## src/rtl/r2e_pkg.sv

```systemverilog
// Shared types, constants and helper functions for the rotation matrix to
// Euler angle converter. No dependencies.
package r2e_pkg;

	localparam int EW = 16;              // matrix element width
	localparam int AW = 16;              // output angle width
	localparam int CW = 57;              // CORDIC datapath width
	localparam int ZW = 32;              // internal binary angle width
	localparam int NW = 2 * EW + 1;      // roll numerator and denominator width
	localparam int GUARD = 29;
	localparam int NORM_TOP = 52;
	localparam int NB = NORM_TOP + 1;
	localparam int ATAN_ENTRIES = 24;
	localparam logic [31:0] INV_GAIN = 32'h9B74EDA8;
	localparam logic [ZW-1:0] HALF_TURN = 32'h80000000;

	localparam logic [ZW-1:0] ATAN_TAB [ATAN_ENTRIES] = '{
		32'h20000000, 32'h12E4051E, 32'h09FB385B, 32'h051111D4,
		32'h028B0D43, 32'h0145D7E1, 32'h00A2F61E, 32'h00517C55,
		32'h0028BE53, 32'h00145F2F, 32'h000A2F98, 32'h000517CC,
		32'h00028BE6, 32'h000145F3, 32'h0000A2FA, 32'h0000517D,
		32'h000028BE, 32'h0000145F, 32'h00000A30, 32'h00000518,
		32'h0000028C, 32'h00000146, 32'h000000A3, 32'h00000051
	};

	typedef struct packed {
		logic signed [EW-1:0] r00;
		logic signed [EW-1:0] r10;
		logic signed [EW-1:0] r20;
		logic signed [EW-1:0] r01;
		logic signed [EW-1:0] r11;
		logic signed [EW-1:0] r02;
		logic signed [EW-1:0] r12;
	} request_t;

	typedef struct packed {
		logic signed [AW-1:0] yaw_angle;
		logic signed [AW-1:0] pitch_angle;
		logic signed [AW-1:0] roll_angle;
	} result_t;

	typedef struct packed {
		logic signed [CW-1:0] x;
		logic signed [CW-1:0] y;
		logic [ZW-1:0] z;
		logic zf;             // zero vector, angle forced to zero
	} cordic_t;

	function automatic logic signed [CW-1:0] sx(input logic signed [EW-1:0] v);
		return CW'(v);
	endfunction

	// Turns a left half plane vector by pi and flags the zero vector.
	function automatic cordic_t pre_rotate(input logic signed [CW-1:0] x,
			input logic signed [CW-1:0] y);
		cordic_t c;
		c.zf = (x == '0) && (y == '0);
		if (x < 0) begin
			c.x = -x;
			c.y = -y;
			c.z = HALF_TURN;
		end else begin
			c.x = x;
			c.y = y;
			c.z = '0;
		end
		return c;
	endfunction

	function automatic logic [ZW-1:0] cordic_angle(input cordic_t c);
		return c.zf ? '0 : c.z;
	endfunction

	function automatic logic [AW-1:0] round_angle(input logic [ZW-1:0] z);
		logic [ZW-1:0] r;
		r = z + (ZW'(1) << (ZW - 1 - AW));
		return r[ZW-1 -: AW];
	endfunction

endpackage

```

## src/rtl/r2e_cordic_cell.sv

```systemverilog
// One vectoring CORDIC micro-rotation with its output register.
// Depends on r2e_pkg.
module r2e_cordic_cell #(
	parameter int STAGE = 0
) (
	input  logic             clk,
	input  r2e_pkg::cordic_t c_in,
	output r2e_pkg::cordic_t c_out
);
	import r2e_pkg::*;

	cordic_t c_q;
	logic signed [CW-1:0] dx, dy;

	assign dx = c_in.x >>> STAGE;
	assign dy = c_in.y >>> STAGE;

	always_ff @(posedge clk) begin
		c_q.zf <= c_in.zf;
		if (c_in.y >= 0) begin
			c_q.x <= c_in.x + dy;
			c_q.y <= c_in.y - dx;
			c_q.z <= c_in.z + ATAN_TAB[STAGE];
		end else begin
			c_q.x <= c_in.x - dy;
			c_q.y <= c_in.y + dx;
			c_q.z <= c_in.z - ATAN_TAB[STAGE];
		end
	end

	assign c_out = c_q;
endmodule

```

## config.mk

```make
export PLATFORM = sky130hd
export DESIGN_NAME = r2e_cordic_cell
export DESIGN_NICKNAME = d
export VERILOG_FILES = /design/src/rtl/r2e_pkg.sv /design/src/rtl/r2e_cordic_cell.sv
export SDC_FILE = /design/constraint.sdc
export NUM_CORES = 1
export LEC_CHECK = 0
export BUFFER_PORTS_ARGS = -buffer_cell sky130_fd_sc_hd__buf_4
export CORE_ASPECT_RATIO = 1.25
export CORE_UTILIZATION = 25
export DETAILED_ROUTE_END_ITERATION = 7
export PLACE_DENSITY_LB_ADDON = 0.15
export REMOVE_ABC_BUFFERS = 1
export SETUP_SLACK_MARGIN = 0.1
export SLEW_MARGIN = 30
export SYNTH_ARGS = -nofsm -noshare
export SYNTH_HDL_FRONTEND = slang
export SYNTH_SLANG_ARGS = --single-unit
export TNS_END_PERCENT = 100
```

## constraint.sdc

```tcl
create_clock -name clk -period 3.56 [get_ports clk]
set_input_delay 0.178 -clock clk [delete_from_list [all_inputs] [get_ports clk]]
set_output_delay 0.178 -clock clk [all_outputs]
set_load 0.03 [all_outputs]
```

==> results by group <==
Run status
  • Status: finished with violations
  • Failing checks: design-rule violations

Floorplanning
  • Die footprint: between 50,000 and 60,000 um2
  • Die X: around 210 um
  • Initial Util: about a quarter
  • IO Count: 295
  • Die Y: 265.1 um
  • Core area: 54,770 um2
  • Site Rows: between 90 and 100

Power
  • Peak VDD IR: 0.3025 mV
  • Cell area power density: 419.7 nW/um2
  • Leakage power figure: approximately 8.5 nW

Clock network
  • Clock Path Buffers: 2
  • CTS resizes: 0
  • Clk slew on worst S/H paths: approximately 0.080 ns
  • H-tree level count: 4
  • TritonCTS clock tree: yes
  • Clk sink count: 146
  • CTS Buf Count: 17
  • Root buf cell: clkbuf_16

Synthesis
  • Post-synth top flop: dfxtp_1
  • Synth unique cells: 85
  • Ys async rst share: 0%
  • Post-synth EDFFs: 0
  • Seq cells post-synth: 146
  • Avg Synthesized Cell Area: 7.450 um2
  • Synth Instances: 1,858
  • Ys Warns: 0
  • Mapped cell area: approximately 14,000 um2
  • Sequential-to-total area share from yosys stat: between 20% and 30%

Timing
  • Hold Vio Cnt, Final: 0
  • Fmax: roughly 0.32 GHz
  • Setup-failing EPs final: 0
  • Crit share post-route: 88.69%
  • Tightest Pin Transition: 0.7349 ns
  • Rel. slew slack: 50.49%
  • Setup TNS: 0 ns
  • Final min period: approximately 3.2 ns
  • Slew Limit Fails: 0
  • Unrepaired setup endpoints after global routing: no

Routing
  • Routed WL per cell: 21.51 um
  • Iter 0 DRT Violations: 1,091
  • Detail Route Antenna Nets: 0
  • DR vias/cell: 5.075
  • DR top layer: met4
  • Met2 Routed Length: approximately 33 mm
  • Residual DRC: 1
  • DR vias: between 15,000 and 20,000
  • DR WL met3: 3.295 mm
  • Drt pass-1 iters: 8
  • WL final: 65.08 mm
  • Wire length on met1: 25.56 mm

Global route
  • First-pass GRT wire length: 94.91 mm
  • Total gr overflow: 0
  • Vias in the first global route: 15,466
  • Initial antenna violation count: 0
  • Largest net degree at the start of global routing: 58
  • Overall Global Routing Usage: 22.79%

Layout
  • Antenna diode count: 0
  • Post-route cell area: 18,740 um2
  • Final nets: 2,598
  • Area grow syn2layout: 35.35%
  • Max FFs per register: 146
  • Share of layout cells above drive strength 1: 22.57%
  • FILL cells: 5,996

Placement
  • Post-placement cell area: between 15,000 and 20,000 um2
  • Global placement routability congestion: 0.9394
  • Detailed Place HPWL: 54.60 mm
  • Port bufs: roughly 300

Critical path
  • CP Data Required Time: 3.96 ns
  • CP Launch Type: input port
  • Crit path launch: c_in[33]
  • Setup crit end kind: flip-flop
  • Critical path class: in2reg
  • CP max FO: 3
  • Crit path DAT: roughly 3.6 ns
  • CP endpoint: c_out[77]$_DFF_P_

Run
  • Max-Cap Viols: 0

Worst hold path
  • Hold WC Path Type: in2reg
area by class of cell:
type | instances | area, um2 | share of cell area [%]
inverter | 183 | 686.9 | 3.666
clock inverter | 15 | 178.9 | 0.9550
tap | 735 | 919.6 | 4.908
multi-input combinational | 1447 | 9878 | 52.72
timing repair buffer | 483 | 3724 | 19.87
clock buffer | 17 | 425.4 | 2.271
sequential | 146 | 2923 | 15.60
how the worst min path moves through the flow:
stage,depth (start not counted),startpoint,slack [ns],endpoint
after detailed placement,1,c_in[21],0.28,c_out[21]$_DFF_P_
after global placement,1,c_in[21],0.28,c_out[21]$_DFF_P_
after CTS,4,c_in[31],0.08,c_out[31]$_DFF_P_
after floorplan,0,c_in[0],0.21,c_out[0]$_DFF_P_
after global routing,4,c_in[31],0.1,c_out[31]$_DFF_P_
final,3,c_in[145],0.11,c_out[88]$_DFF_P_
cell usage after synthesis (6+ instances only):
library cell	n	area share [%]
and2_1	7	0.32
a31oi_1	11	0.50
a2111oi_0	6	0.38
clkbuf_1	40	1.1
nand3_1	28	1.0
o21ai_1	12	0.43
a211oi_1	13	0.71
o21a_1	14	0.76
a21o_1	27	1.5
nor4_1	23	1.0
nand2b_1	20	0.90
buf_2	24	0.87
clkinv_1	8	0.22
o31ai_1	25	1.4
o211ai_1	30	1.6
nand4_1	31	1.4
o21bai_1	62	3.4
nand2_1	91	2.5
dfxtp_1	146	21
inv_2	6	0.16
nor3_1	33	1.2
o31a_1	8	0.51
or2_2	7	0.32
o21ai_0	112	4.0
a21oi_1	268	9.7
mux2i_1	29	2.1
xnor2_1	105	6.6
nor2_1	175	4.7
buf_1	13	0.35
a221oi_1	7	0.44
ha_1	168	15
a211o_1	7	0.44
nor2b_1	19	0.86
inv_1	169	4.6
what timing repair did:
item	4_1_cts	5_1_grt
endpoints found under the hold margin	35	0
hold buffers	34	0
buffers inserted	0	0
power by group:
| part | internal, mW | leakage (nW) | switching [mW] |
|---|---|---|---|
| Clock | 0.950 | 0.297 | 0.952 |
| Sequential | 1.97 | 1.23 | 0.143 |
| Combinational | 1.45 | 6.98 | 2.40 |
| Total | 4.37 | 8.50 | 3.49 |
stage by stage:
step           setup slack [ns]  utilization [%]  instances  power (mW)  hold slack [ns]
2_1_floorplan            0.8304                -       1776       4.243           0.2057
4_1_cts                  0.4831            34.21       3026       7.959          0.08021
3_5_place_dp           -0.04057            32.48       2960       5.958           0.2834
6_report                 0.4027            34.21       3026       7.863           0.1063
3_3_place_gp            0.01436            32.48       2960       5.968           0.2823
5_1_grt                  0.2438            34.21       3026       8.275          0.09521
cells by family after synthesis:
| kind of cell | share of synthesized area [%] |
|---|---|
| muxes | 2.341 |
| xor gates and xnor gates | 6.707 |
| AOI/OAI and AO/OA | 30.44 |
| adders and majority gates | 15.76 |
| DFF | 21.12 |
| and+or+nand+nor | 16.11 |
| buffers and inverters | 7.521 |
layer usage:
layer,GRT usage (%),vias up
li1,-,7417
met1,25.44,7293
met2,41.40,544
met3,3.566,104
met4,11.39,0
met5,0,-
worst max-delay path, cell delays in order:
cell and delay, ns:
buf_4 0.09, inv_1 0.03, ha_1 0.23, fa_1 0.39, nand2b_1 0.18, a21oi_1 0.23, o21ai_0 0.31, o211ai_1 0.42
a221o_1 0.35, a21o_1 0.24, o21ai_1 0.14, and2_1 0.23, o311a_1 0.29, a211oi_1 0.24
cell usage in the layout, fill, tap and decap left out, types with 6 or more instances in the layout:
| cell type | n |
|---|---|
| o21a_1 | 14 |
| a221oi_1 | 7 |
| a2111oi_0 | 6 |
| o21ai_1 | 12 |
| nor3_1 | 33 |
| dlygate4sd3_1 | 34 |
| buf_4 | 448 |
| mux2i_1 | 29 |
| o211ai_1 | 30 |
| nand2b_1 | 20 |
| a21o_1 | 27 |
| xnor2_1 | 105 |
| or2_2 | 7 |
| a211oi_1 | 13 |
| dfxtp_1 | 146 |
| nand2_1 | 91 |
| o21bai_1 | 62 |
| o31ai_1 | 25 |
| ha_1 | 168 |
| nand4_1 | 31 |
| o21ai_0 | 112 |
| a21oi_1 | 268 |
| inv_8 | 7 |
| nor2b_1 | 19 |
| inv_2 | 6 |
| a31oi_1 | 11 |
| o31a_1 | 8 |
| nor2_1 | 175 |
| and2_1 | 7 |
| inv_1 | 169 |
| nand3_1 | 28 |
| clkbuf_16 | 17 |
| clkinv_1 | 8 |
| nor4_1 | 23 |
| a211o_1 | 7 |
Power figures use the tool's default switching activity.
